File: src/rtl/core/pfs_pkg.sv
// ----------------------------------------------------------------------------
// pfs_pkg: shared definitions of the perspective floor scanline renderer
// Types, register indexes, trig table and fixed-point helpers.
// ----------------------------------------------------------------------------
`default_nettype none
package pfs_pkg;

   localparam int LINE_PIXELS_DEF     = 640;
   localparam int PIXELS_PER_WORD_DEF = 16;
   localparam int SCREEN_LINES_DEF    = 480;

   localparam int WORD_BITS  = 64;
   localparam int ROW_BITS   = 9;
   localparam int CSR_IDX_BITS = 3;

   localparam logic [CSR_IDX_BITS-1:0] CSR_VIEW_ANGLE     = 3'd0;
   localparam logic [CSR_IDX_BITS-1:0] CSR_CAMERA_X       = 3'd1;
   localparam logic [CSR_IDX_BITS-1:0] CSR_CAMERA_Y       = 3'd2;
   localparam logic [CSR_IDX_BITS-1:0] CSR_CAMERA_HEIGHT  = 3'd3;
   localparam logic [CSR_IDX_BITS-1:0] CSR_HORIZON_OFFSET = 3'd4;

   localparam logic [10:0] HEIGHT_RESET  = 11'd640;
   localparam logic [9:0]  HORIZON_RESET = 10'h3bc;  // -68

   localparam logic [18:0] DEPTH_SCALE = 19'd240;
   // floor(v / 5) == (v * RECIP_5) >> 18 for every v below 2^13
   localparam logic [28:0] RECIP_5     = 29'd52429;
   localparam logic [31:0] BETA_FIX    = 32'hffffff67;

   typedef struct packed {
      logic [5:0]  view_angle;
      logic [31:0] camera_x;
      logic [31:0] camera_y;
      logic [10:0] camera_height;
      logic [9:0]  horizon_offset;
   } cfg_type;

   typedef struct packed {
      logic [31:0] x;
      logic [31:0] y;
      logic [31:0] dx;
      logic [31:0] dy;
      logic        blank;
      logic        div_err;
   } line_type;

   function automatic logic signed [9:0] sine_of(input logic [5:0] k);
      logic [8:0] mag;
      case (k[4:0])
         5'd0:  mag = 9'h000;  5'd1:  mag = 9'h019;  5'd2:  mag = 9'h031;
         5'd3:  mag = 9'h04a;  5'd4:  mag = 9'h061;  5'd5:  mag = 9'h078;
         5'd6:  mag = 9'h08e;  5'd7:  mag = 9'h0a2;  5'd8:  mag = 9'h0b5;
         5'd9:  mag = 9'h0c5;  5'd10: mag = 9'h0d4;  5'd11: mag = 9'h0e1;
         5'd12: mag = 9'h0ec;  5'd13: mag = 9'h0f4;  5'd14: mag = 9'h0fb;
         5'd15: mag = 9'h0fe;  5'd16: mag = 9'h100;  5'd17: mag = 9'h0fe;
         5'd18: mag = 9'h0fb;  5'd19: mag = 9'h0f4;  5'd20: mag = 9'h0ec;
         5'd21: mag = 9'h0e1;  5'd22: mag = 9'h0d4;  5'd23: mag = 9'h0c5;
         5'd24: mag = 9'h0b5;  5'd25: mag = 9'h0a2;  5'd26: mag = 9'h08e;
         5'd27: mag = 9'h078;  5'd28: mag = 9'h061;  5'd29: mag = 9'h04a;
         5'd30: mag = 9'h031;  5'd31: mag = 9'h019;
         default: mag = 9'h000;
      endcase
      return k[5] ? -$signed({1'b0, mag}) : $signed({1'b0, mag});
   endfunction

   function automatic logic [31:0] asr8(input logic [31:0] v);
      return {{8{v[31]}}, v[31:8]};
   endfunction

endpackage
`default_nettype wire

File: src/rtl/core/pfs_if.sv
// ----------------------------------------------------------------------------
// pfs_if: channel interfaces of the scanline renderer
// Request, response and register-write channels with valid/ready.
// ----------------------------------------------------------------------------
`default_nettype none
interface pfs_req_if;
   logic       valid;
   logic       ready;
   logic [8:0] line_index;
   modport source (output valid, output line_index, input ready);
   modport sink   (input valid, input line_index, output ready);
endinterface

interface pfs_rsp_if;
   logic        valid;
   logic        ready;
   logic [63:0] pixel_word;
   logic        last_word;
   logic        divide_error;
   modport source (output valid, output pixel_word, output last_word,
                   output divide_error, input ready);
   modport sink   (input valid, input pixel_word, input last_word,
                   input divide_error, output ready);
endinterface

interface pfs_csr_if;
   logic        valid;
   logic        ready;
   logic [2:0]  index;
   logic [31:0] data;
   modport source (output valid, output index, output data, input ready);
   modport sink   (input valid, input index, input data, output ready);
endinterface
`default_nettype wire

File: src/rtl/core/perspective_floor_scanline.sv
// ----------------------------------------------------------------------------
// perspective_floor_scanline: mode-7 style floor renderer, one row per request
// Setup front, two-entry line queue, and a pixel walker that emits words.
// ----------------------------------------------------------------------------
//  channel   dir  payload                                   transfer
//  req_bus   in   line_index                                 one per row
//  rsp_bus   out  pixel_word, last_word, divide_error        WORD_COUNT per row
//  csr_bus   in   index, data                                one register write
//
// A row is WORD_COUNT words (40 by default). The walker emits one word per
// cycle while the response is not stalled, and rows stream back to back.
// Setup of a row runs through the 19-step distance divider and overlaps the
// previous row's output through the queue. Reset clears control only; the
// registers return to their defaults. A stalled response holds the walker in place.
`default_nettype none
module perspective_floor_scanline #(
   parameter int LINE_PIXELS     = pfs_pkg::LINE_PIXELS_DEF,
   parameter int PIXELS_PER_WORD = pfs_pkg::PIXELS_PER_WORD_DEF,
   parameter int SCREEN_LINES    = pfs_pkg::SCREEN_LINES_DEF
) (
   input wire logic clock,
   input wire logic reset,
   pfs_req_if.sink   req_bus,
   pfs_rsp_if.source rsp_bus,
   pfs_csr_if.sink   csr_bus
);
   pfs_pkg::cfg_type  cfg_ff;
   pfs_pkg::line_type f_entry, q_data;
   logic              f_valid, f_ready, q_valid, q_pop;

   assign csr_bus.ready = 1'b1;

   always_ff @(posedge clock) begin
      if (reset) begin
         cfg_ff.view_angle     <= '0;
         cfg_ff.camera_x       <= '0;
         cfg_ff.camera_y       <= '0;
         cfg_ff.camera_height  <= pfs_pkg::HEIGHT_RESET;
         cfg_ff.horizon_offset <= pfs_pkg::HORIZON_RESET;
      end else if (csr_bus.valid) begin
         case (csr_bus.index)
            pfs_pkg::CSR_VIEW_ANGLE:     cfg_ff.view_angle     <= csr_bus.data[5:0];
            pfs_pkg::CSR_CAMERA_X:       cfg_ff.camera_x       <= csr_bus.data;
            pfs_pkg::CSR_CAMERA_Y:       cfg_ff.camera_y       <= csr_bus.data;
            pfs_pkg::CSR_CAMERA_HEIGHT:  cfg_ff.camera_height  <= csr_bus.data[10:0];
            pfs_pkg::CSR_HORIZON_OFFSET: cfg_ff.horizon_offset <= csr_bus.data[9:0];
            default: begin
            end
         endcase
      end
   end

   pfs_front #(
      .LINE_PIXELS (LINE_PIXELS),
      .SCREEN_LINES(SCREEN_LINES)
   ) u_front (
      .clock      (clock),
      .reset      (reset),
      .req        (req_bus),
      .cfg        (cfg_ff),
      .entry      (f_entry),
      .entry_valid(f_valid),
      .entry_ready(f_ready)
   );

   pfs_queue u_queue (
      .clock   (clock),
      .reset   (reset),
      .wr_data (f_entry),
      .wr_valid(f_valid),
      .wr_ready(f_ready),
      .rd_data (q_data),
      .rd_valid(q_valid),
      .rd_pop  (q_pop)
   );

   pfs_back #(
      .LINE_PIXELS    (LINE_PIXELS),
      .PIXELS_PER_WORD(PIXELS_PER_WORD)
   ) u_back (
      .clock  (clock),
      .reset  (reset),
      .q_data (q_data),
      .q_valid(q_valid),
      .q_pop  (q_pop),
      .rsp    (rsp_bus)
   );

endmodule
`default_nettype wire

File: src/rtl/core/pfs_front.sv
// ----------------------------------------------------------------------------
// pfs_front: per-line setup
// Classifies a row, divides for distance and computes start point and step.
// ----------------------------------------------------------------------------
`default_nettype none
module pfs_front #(
   parameter int LINE_PIXELS  = pfs_pkg::LINE_PIXELS_DEF,
   parameter int SCREEN_LINES = pfs_pkg::SCREEN_LINES_DEF
) (
   input  wire logic               clock,
   input  wire logic               reset,
   pfs_req_if.sink                 req,
   input  wire pfs_pkg::cfg_type   cfg,
   output pfs_pkg::line_type       entry,
   output logic                    entry_valid,
   input  wire logic               entry_ready
);
   localparam logic [31:0] HALF_FIX = 32'((LINE_PIXELS / 2) * 256);
   localparam int DIV_STEPS = 19;

   typedef enum logic [7:0] {
      S_IDLE  = 8'b00000001,
      S_DIV   = 8'b00000010,
      S_RECIP = 8'b00000100,
      S_MUL1  = 8'b00001000,
      S_MUL2  = 8'b00010000,
      S_MUL3  = 8'b00100000,
      S_SUM   = 8'b01000000,
      S_PUSH  = 8'b10000000
   } state_type;

   state_type state_ff, state_in;
   logic [4:0]  cnt_ff;
   logic [9:0]  rem_ff, div_ff;
   logic [18:0] quo_ff;
   logic        neg_ff;
   logic [31:0] dist_ff;
   logic [28:0] prod_ff;
   logic [31:0] dxp_ff, dyp_ff, pdc_ff, pds_ff, hc_ff, hs_ff;
   logic [31:0] mhc_ff, mhs_ff, hdx_ff, hdy_ff;
   pfs_pkg::line_type out_ff;

   logic signed [10:0] rowsum;
   logic signed [10:0] rowabs;
   logic               row_out;
   logic [10:0]        rem_sh;
   logic               q_bit;
   logic [31:0]        sin32, cos32, scale;
   logic [10:0]        uscale;

   assign rowsum  = $signed({2'b00, req.line_index}) +
                    $signed({cfg.horizon_offset[9], cfg.horizon_offset});
   assign rowabs  = rowsum[10] ? -rowsum : rowsum;
   assign row_out = 13'(req.line_index) >= 13'(SCREEN_LINES);
   assign rem_sh  = {rem_ff, quo_ff[18]};
   assign q_bit   = rem_sh >= {1'b0, div_ff};
   assign sin32   = 32'(pfs_pkg::sine_of(cfg.view_angle));
   assign cos32   = 32'(pfs_pkg::sine_of(cfg.view_angle + 6'd16));
   assign uscale  = prod_ff[28:18];
   assign scale   = neg_ff ? -32'(uscale) : 32'(uscale);

   assign req.ready   = state_ff == S_IDLE;
   assign entry_valid = state_ff == S_PUSH;
   assign entry       = out_ff;

   always_comb begin
      state_in = state_ff;
      case (state_ff)
         S_IDLE: begin
            if (req.valid) begin
               state_in = (row_out || rowsum == 11'sd0) ? S_PUSH : S_DIV;
            end
         end
         S_DIV:   if (cnt_ff == 5'(DIV_STEPS - 1)) state_in = S_RECIP;
         S_RECIP: state_in = S_MUL1;
         S_MUL1:  state_in = S_MUL2;
         S_MUL2:  state_in = S_MUL3;
         S_MUL3:  state_in = S_SUM;
         S_SUM:   state_in = S_PUSH;
         S_PUSH:  if (entry_ready) state_in = S_IDLE;
         default: state_in = S_IDLE;
      endcase
   end

   always_ff @(posedge clock) begin
      if (reset) begin
         state_ff <= S_IDLE;
      end else begin
         state_ff <= state_in;
      end
   end

   always_ff @(posedge clock) begin
      case (state_ff)
         S_IDLE: begin
            cnt_ff         <= '0;
            rem_ff         <= '0;
            div_ff         <= rowabs[9:0];
            quo_ff         <= 19'(cfg.camera_height) * pfs_pkg::DEPTH_SCALE;
            neg_ff         <= rowsum[10];
            out_ff.blank   <= row_out || rowsum == 11'sd0;
            out_ff.div_err <= !row_out && rowsum == 11'sd0;
         end
         S_DIV: begin
            // restoring division, one quotient bit a cycle
            rem_ff <= q_bit ? 10'(rem_sh - {1'b0, div_ff}) : rem_sh[9:0];
            quo_ff <= {quo_ff[17:0], q_bit};
            cnt_ff <= cnt_ff + 5'd1;
         end
         S_RECIP: begin
            dist_ff <= neg_ff ? -32'(quo_ff) : 32'(quo_ff);
            // |dist| / 320 = (|dist| >> 6) / 5
            prod_ff <= 29'(quo_ff[18:6]) * pfs_pkg::RECIP_5;
         end
         S_MUL1: begin
            dxp_ff <= (-sin32) * scale;
            dyp_ff <= cos32 * scale;
            pdc_ff <= dist_ff * cos32;
            pds_ff <= dist_ff * sin32;
            hc_ff  <= 32'(cfg.camera_height) * cos32;
            hs_ff  <= 32'(cfg.camera_height) * sin32;
         end
         S_MUL2: begin
            out_ff.dx <= pfs_pkg::asr8(dxp_ff);
            out_ff.dy <= pfs_pkg::asr8(dyp_ff);
            mhc_ff    <= pfs_pkg::BETA_FIX * pfs_pkg::asr8(hc_ff);
            mhs_ff    <= pfs_pkg::BETA_FIX * pfs_pkg::asr8(hs_ff);
         end
         S_MUL3: begin
            hdx_ff <= HALF_FIX * out_ff.dx;
            hdy_ff <= HALF_FIX * out_ff.dy;
         end
         S_SUM: begin
            out_ff.x <= cfg.camera_x + pfs_pkg::asr8(pdc_ff) - pfs_pkg::asr8(hdx_ff)
                        + pfs_pkg::asr8(mhc_ff);
            out_ff.y <= cfg.camera_y + pfs_pkg::asr8(pds_ff) - pfs_pkg::asr8(hdy_ff)
                        + pfs_pkg::asr8(mhs_ff);
         end
         default: begin
         end
      endcase
   end

endmodule
`default_nettype wire

File: src/rtl/core/pfs_queue.sv
// ----------------------------------------------------------------------------
// pfs_queue: two-entry line queue
// Decouples the setup stage from the pixel walker.
// ----------------------------------------------------------------------------
`default_nettype none
module pfs_queue (
   input  wire logic              clock,
   input  wire logic              reset,
   input  wire pfs_pkg::line_type wr_data,
   input  wire logic              wr_valid,
   output logic                   wr_ready,
   output pfs_pkg::line_type      rd_data,
   output logic                   rd_valid,
   input  wire logic              rd_pop
);
   pfs_pkg::line_type slot_ff [2];
   logic       wr_ptr_ff, rd_ptr_ff;
   logic [1:0] count_ff;
   logic       push;

   assign wr_ready = count_ff != 2'd2;
   assign rd_valid = count_ff != 2'd0;
   assign rd_data  = slot_ff[rd_ptr_ff];
   assign push     = wr_valid && wr_ready;

   always_ff @(posedge clock) begin
      if (reset) begin
         wr_ptr_ff <= 1'b0;
         rd_ptr_ff <= 1'b0;
         count_ff  <= 2'd0;
      end else begin
         if (push) wr_ptr_ff <= !wr_ptr_ff;
         if (rd_pop) rd_ptr_ff <= !rd_ptr_ff;
         count_ff <= count_ff + 2'(push) - 2'(rd_pop);
      end
   end

   always_ff @(posedge clock) begin
      if (push) slot_ff[wr_ptr_ff] <= wr_data;
   end

endmodule
`default_nettype wire

File: src/rtl/core/pfs_back.sv
// ----------------------------------------------------------------------------
// pfs_back: pixel walker
// Steps across the line and packs one word of tile colors per cycle unless stalled.
// ----------------------------------------------------------------------------
`default_nettype none
module pfs_back #(
   parameter int LINE_PIXELS     = pfs_pkg::LINE_PIXELS_DEF,
   parameter int PIXELS_PER_WORD = pfs_pkg::PIXELS_PER_WORD_DEF
) (
   input  wire logic              clock,
   input  wire logic              reset,
   input  wire pfs_pkg::line_type q_data,
   input  wire logic              q_valid,
   output logic                   q_pop,
   pfs_rsp_if.source              rsp
);
   localparam int WORD_COUNT = (LINE_PIXELS + PIXELS_PER_WORD - 1) / PIXELS_PER_WORD;
   localparam int WCW        = WORD_COUNT > 1 ? $clog2(WORD_COUNT) : 1;
   localparam int LAST_LANES = LINE_PIXELS - (WORD_COUNT - 1) * PIXELS_PER_WORD;

   logic            active_ff;
   logic [WCW-1:0]  cnt_ff;
   logic [31:0]     x_ff, y_ff, dx_ff, dy_ff;
   logic            blank_ff, err_ff;
   logic            valid_ff, last_ff, err_out_ff;
   logic [63:0]     word_ff, word;
   logic            fire, is_last;

   assign is_last = cnt_ff == WCW'(WORD_COUNT - 1);
   assign fire    = active_ff && (!valid_ff || rsp.ready);
   assign q_pop   = q_valid && (!active_ff || (fire && is_last));

   always_comb begin
      word = '0;
      for (int k = 0; k < PIXELS_PER_WORD; k++) begin
         logic [31:0] lx, ly;
         lx = x_ff + 32'(k) * dx_ff;
         ly = y_ff + 32'(k) * dy_ff;
         if (!blank_ff && (!is_last || k < LAST_LANES)) begin
            word[4*k +: 4] = {lx[11:10], ly[11:10]};
         end
      end
   end

   assign rsp.valid        = valid_ff;
   assign rsp.pixel_word   = word_ff;
   assign rsp.last_word    = last_ff;
   assign rsp.divide_error = err_out_ff;

   always_ff @(posedge clock) begin
      if (reset) begin
         active_ff <= 1'b0;
         valid_ff  <= 1'b0;
      end else begin
         if (q_pop) active_ff <= 1'b1;
         else if (fire && is_last) active_ff <= 1'b0;
         if (fire) valid_ff <= 1'b1;
         else if (rsp.ready) valid_ff <= 1'b0;
      end
   end

   always_ff @(posedge clock) begin
      if (fire) begin
         word_ff    <= word;
         last_ff    <= is_last;
         err_out_ff <= err_ff;
      end
      if (q_pop) begin
         x_ff     <= q_data.x;
         y_ff     <= q_data.y;
         dx_ff    <= q_data.dx;
         dy_ff    <= q_data.dy;
         blank_ff <= q_data.blank;
         err_ff   <= q_data.div_err;
         cnt_ff   <= '0;
      end else if (fire) begin
         x_ff   <= x_ff + 32'(PIXELS_PER_WORD) * dx_ff;
         y_ff   <= y_ff + 32'(PIXELS_PER_WORD) * dy_ff;
         cnt_ff <= cnt_ff + WCW'(1);
      end
   end

endmodule
`default_nettype wire

File: src/flat_wrapper.sv
// flat-port wrapper written by rule: the top's interface ports become plain ports
module perspective_floor_scanline_flat 
#(
   parameter int LINE_PIXELS     = pfs_pkg::LINE_PIXELS_DEF,
   parameter int PIXELS_PER_WORD = pfs_pkg::PIXELS_PER_WORD_DEF,
   parameter int SCREEN_LINES    = pfs_pkg::SCREEN_LINES_DEF
)
  (clock, reset, req_bus_valid, req_bus_line_index, req_bus_ready, rsp_bus_valid, rsp_bus_pixel_word, rsp_bus_last_word, rsp_bus_divide_error, rsp_bus_ready, csr_bus_valid, csr_bus_index, csr_bus_data, csr_bus_ready);
  pfs_req_if req_bus_i ();
  pfs_rsp_if rsp_bus_i ();
  pfs_csr_if csr_bus_i ();
  input wire logic clock;
  input wire logic reset;
  input wire logic [$bits(req_bus_i.valid)-1:0] req_bus_valid;
  input wire logic [$bits(req_bus_i.line_index)-1:0] req_bus_line_index;
  output wire logic [$bits(req_bus_i.ready)-1:0] req_bus_ready;
  output wire logic [$bits(rsp_bus_i.valid)-1:0] rsp_bus_valid;
  output wire logic [$bits(rsp_bus_i.pixel_word)-1:0] rsp_bus_pixel_word;
  output wire logic [$bits(rsp_bus_i.last_word)-1:0] rsp_bus_last_word;
  output wire logic [$bits(rsp_bus_i.divide_error)-1:0] rsp_bus_divide_error;
  input wire logic [$bits(rsp_bus_i.ready)-1:0] rsp_bus_ready;
  input wire logic [$bits(csr_bus_i.valid)-1:0] csr_bus_valid;
  input wire logic [$bits(csr_bus_i.index)-1:0] csr_bus_index;
  input wire logic [$bits(csr_bus_i.data)-1:0] csr_bus_data;
  output wire logic [$bits(csr_bus_i.ready)-1:0] csr_bus_ready;
  assign req_bus_i.valid = req_bus_valid;
  assign req_bus_i.line_index = req_bus_line_index;
  assign req_bus_ready = req_bus_i.ready;
  assign rsp_bus_valid = rsp_bus_i.valid;
  assign rsp_bus_pixel_word = rsp_bus_i.pixel_word;
  assign rsp_bus_last_word = rsp_bus_i.last_word;
  assign rsp_bus_divide_error = rsp_bus_i.divide_error;
  assign rsp_bus_i.ready = rsp_bus_ready;
  assign csr_bus_i.valid = csr_bus_valid;
  assign csr_bus_i.index = csr_bus_index;
  assign csr_bus_i.data = csr_bus_data;
  assign csr_bus_ready = csr_bus_i.ready;
  perspective_floor_scanline #(.LINE_PIXELS(LINE_PIXELS), .PIXELS_PER_WORD(PIXELS_PER_WORD), .SCREEN_LINES(SCREEN_LINES)) u_core (.clock(clock), .reset(reset), .req_bus(req_bus_i), .rsp_bus(rsp_bus_i), .csr_bus(csr_bus_i));
endmodule
File: config.mk
export PLATFORM = sky130hd
export DESIGN_NAME = perspective_floor_scanline_flat
export DESIGN_NICKNAME = d
export VERILOG_FILES = /design/src/rtl/core/pfs_pkg.sv /design/src/rtl/core/pfs_if.sv /design/src/rtl/core/perspective_floor_scanline.sv /design/src/rtl/core/pfs_front.sv /design/src/rtl/core/pfs_queue.sv /design/src/rtl/core/pfs_back.sv /design/src/flat_wrapper.sv
export SDC_FILE = /design/constraint.sdc
export NUM_CORES = 2
export LEC_CHECK = 0
export BUFFER_PORTS_ARGS = -buffer_cell sky130_fd_sc_hd__buf_4
export CELL_PAD_IN_SITES_DETAIL_PLACEMENT = 0
export CELL_PAD_IN_SITES_GLOBAL_PLACEMENT = 1
export CORE_MARGIN = 2
export CORE_UTILIZATION = 48
export DETAILED_ROUTE_END_ITERATION = 8
export PLACE_DENSITY = 0.8
export SETUP_SLACK_MARGIN = 0.3
export SLEW_MARGIN = 20
export SYNTH_ARGS = -nofsm -noshare
export SYNTH_HDL_FRONTEND = slang
export SYNTH_SLANG_ARGS = --single-unit
File: constraint.sdc
create_clock -name clock -period 8.1 [get_ports clock]
set_clock_uncertainty 0.15 [all_clocks]
set_input_delay 1.215 -clock clock [delete_from_list [all_inputs] [get_ports clock]]
set_output_delay 1.215 -clock clock [all_outputs]
set_load 0.01 [all_outputs]
==> impl_metrics.toml <==
[outcome]
outcome = "finished, final reports clean"

[global_route]
overflow = 0
grt_max_degree = 65
antenna_found_initial = 5
grt_pass1_wl_um = 278000
grt_pass1_vias = 51500
track_usage_pct = 23.2

[worst_setup_path]
cpMostUsedCell = "fa_1"
r2r_end = "u_core.u_front.dxp_ff[18]"
slowest_delay_ns = 0.54
crit_type = "reg2reg"
worstPathRequired_ns = 8.37
rrSetupSlack_ns = 0.08
worstPathArrival_ns = 8.30
crit_slowest_cell = "fa_1"
start_kind = "flip-flop"
crit_path_max_fanout = 4
crit_end = "u_core.u_front.dxp_ff[18]"
ff2ff_path_depth = 36
crit_path_end_kind = "flip-flop"

[detailed_routing]
wl_per_cell_um = 18.6
vias_per_cell = 5.20
dr.pass1.iters = 8
drc = 0
num_vias = 48500
totalWireLength_um = 174000
ant_nets = 0
drt-initial-drc-count = 2622

[clock_network]
clk_root_buffer_cell = "clkbuf_16"
cts.sinks = 535
hold_buffers = 0
tritoncts = "yes"
h-tree-depth = 3
insertion_delay_ns = 0.67
cts_made_buffers = 67
clockBufferDepth = 3
cts.clk_slew.worst_paths_ns = 0.06

[timing]
period_minus_slack_ns = 8.02
setup_viol = 0
final.period_utilization_pct = 99.1
hold_viol = 0
slew_headroom_pct = 30.2
worst_pin_slew_ns = 1.05
max_clock_freq_ghz = 0.125
grt_setup_unrepaired = "yes"
report.final.slew_viol_count = 0

[job]
maxCapViolCount = 0

[logic_synthesis]
synth.avg_cell_area_um2 = 10.1
ys_ff_latch = 535
ys_warn_count = 0
synth_ff_type = "edfxtp_1"
synth_top_cells_by_area = "fa_1 (27%), edfxtp_1 (19%), ha_1 (18%)"
syn_area_mm2 = 0.0715
synth_top_area_cell = "fa_1"
syn_inst = 7101
syn_nets = 9159
synth_seq_area_share_pct = 21.3
netlist.area_leader.share_pct = 27.4
async_flop_share_pct = 0
synth_edf_count = 454
synth.distinct_cells = 94

[placement]
dp_hpwl_um = 134000
io_buffers = 96
dp.cells = 9155
globalplace.congestion = 0.888

[layout]
layout_common_cells = "inv_1 (1421), ha_1 (1016), fa_1 (975)"
fin_nets = 9402
nFillCells = 13100
area_growth_pct = 10.8
fin_cells = 9327
drive_above_1_share_pct = 9.46
final_common_cell = "inv_1"

[floorplanning]
start_util_pct = 48.3
num_rows = 141
pin_count = 118
die_h_um = 390
die_x_um = 390
core_area_mm2 = 0.148
die_area_mm2 = 0.152

[hold_path]
hold_path_class = "reg2reg"
## synthesized netlist by cell type (8+ instances only)
cell type,count
a211oi_1,14
a21o_1,137
a21oi_1,289
a221oi_1,10
a31o_2,25
a31oi_1,16
and2_1,217
and3_1,41
buf_1,9
buf_2,8
clkbuf_1,181
dfxtp_1,81
edfxtp_1,454
fa_1,980
ha_1,1029
inv_1,1430
mux2_2,27
mux2i_1,35
nand2_1,607
nand2b_1,66
nand3_1,19
nand3b_1,15
nand4_1,16
nor2_1,396
nor2b_1,63
nor3_1,71
o21a_1,32
o21ai_0,105
o21bai_1,57
o31ai_1,11
or2_2,19
or3_1,32
xnor2_1,375
xor2_1,111
## worst min-delay path by stage
stage / from / end / slack [ns] / depth (start not counted)
2_1_floorplan: u_core.u_back.err_ff / u_core.u_back.rsp.divide_error / 0.25 / 0
3_3_place_gp: u_core.u_back.err_ff / u_core.u_back.rsp.divide_error / 0.25 / 0
3_5_place_dp: u_core.u_front.dyp_ff[12] / u_core.u_front.entry[6] / 0.26 / 0
4_1_cts: u_core.u_front.entry[41] / u_core.u_queue.slot_ff[0][41] / 0.26 / 0
5_1_grt: u_core.u_front.dyp_ff[15] / u_core.u_front.entry[9] / 0.27 / 0
6_report: u_core.u_front.entry[42] / u_core.u_queue.slot_ff[1][42] / 0.26 / 0
## per-layer routing
metal  track usage (%)  vias to the layer above  part of all wire (%)
met5                 0                        -                0.0075
li1                  -                    23000                     -
met3              3.21                      248                   5.5
met2              40.5                     1115                    49
met1              30.3                    24100                    43
met4              6.39                        2                   3.1
## area by class of cell
| cell class | count | area, um2 | share of cell area, % |
|---|---|---|---|
| clock inverter | 35 | 442 | 0.558 |
| tap | 1930 | 2410 | 3.05 |
| antenna | 1 | 2.50 | 0.00316 |
| timing repair buffer | 375 | 3050 | 3.85 |
| multi-input combinational | 4930 | 50800 | 64.1 |
| sequential | 535 | 15300 | 19.3 |
| inverter | 1435 | 5390 | 6.81 |
| clock buffer | 86 | 1870 | 2.36 |
## stage by stage
stage / utilization (%) / area [um2] / hold slack (ns) / setup slack (ns) / setup TNS [ns]
2_1_floorplan: - / 71700 / 0.250 / 0.00636 / 0
3_3_place_gp: 51.3 / 75800 / 0.251 / -0.0896 / -0.0896
3_5_place_dp: 51.3 / 75800 / 0.255 / -0.130 / -0.143
4_1_cts: 53.1 / 78400 / 0.264 / 0.0338 / 0
5_1_grt: 53.6 / 79200 / 0.274 / -0.234 / -0.798
6_report: 53.6 / 79200 / 0.263 / 0.0753 / 0
## what timing repair did
item                                    4_1_cts  5_1_grt
endpoints found under the setup margin       16       29
pin swaps                                    30       46
resized for setup                            33       73
endpoints found under the hold margin         0        0
cloned                                        0        7
setup buffers                                12       31
## kinds of logic (layout without fill, tap and decap cells)
group / after synthesis / in the layout / share of synthesized area, %
AO/OA/AOI/OAI: 763 / 765 / 6.84
multiplexers: 64 / 64 / 0.979
other: 1 / 2 / 0.00525
adder cells (fa/ha/maj): 2009 / 2009 / 45.5
flip-flops: 535 / 535 / 21.3
AND/OR/NAND/NOR: 1592 / 1592 / 10.4
XOR/XNOR: 499 / 499 / 6.32
buffers and inverters: 1638 / 1931 / 8.66
## registers in the layout, indices dropped and copies added (netlist names), 8 cells and up, named ones only
| name | count |
|---|---|
| u_core.u_queue.slot_ff | 100 |
| u_core.u_back.y_ff | 12 |
| u_core.u_front.dyp_ff | 12 |
| u_core.u_front.prod_ff | 11 |
| u_core.u_back.rsp.pixel_word | 64 |
| u_core.u_back.dx_ff | 12 |
| u_core.u_front.dist_ff | 20 |
| u_core.u_front.hs_ff | 14 |
| u_core.u_front.entry | 50 |
| u_core.u_front.mhs_ff | 12 |
| u_core.u_front.quo_ff | 19 |
| u_core.u_back.x_ff | 12 |
| u_core.u_front.dxp_ff | 12 |
| u_core.u_front.mhc_ff | 12 |
| u_core.u_front.pdc_ff | 12 |
| u_core.u_front.state_ff | 8 |
| u_core.u_front.hc_ff | 14 |
| u_core.cfg_ff | 51 |
| u_core.u_front.rem_ff | 10 |
| u_core.u_back.dy_ff | 12 |
| u_core.u_front.pds_ff | 12 |
| u_core.u_front.div_ff | 10 |
## critical path: cells and delay by family (launching register included)
family	cells	cell delay, ns
adders and majority gates	9	3.68
buffers and inverters	12	1.19
AOI/OAI and AO/OA	6	1.00
and+or+nand+nor	6	0.96
xor gates and xnor gates	3	0.48
DFF	1	0.32
Power is not shown: default switching activity piles up to over one toggle a cycle in this logic, so the estimate is an artifact.
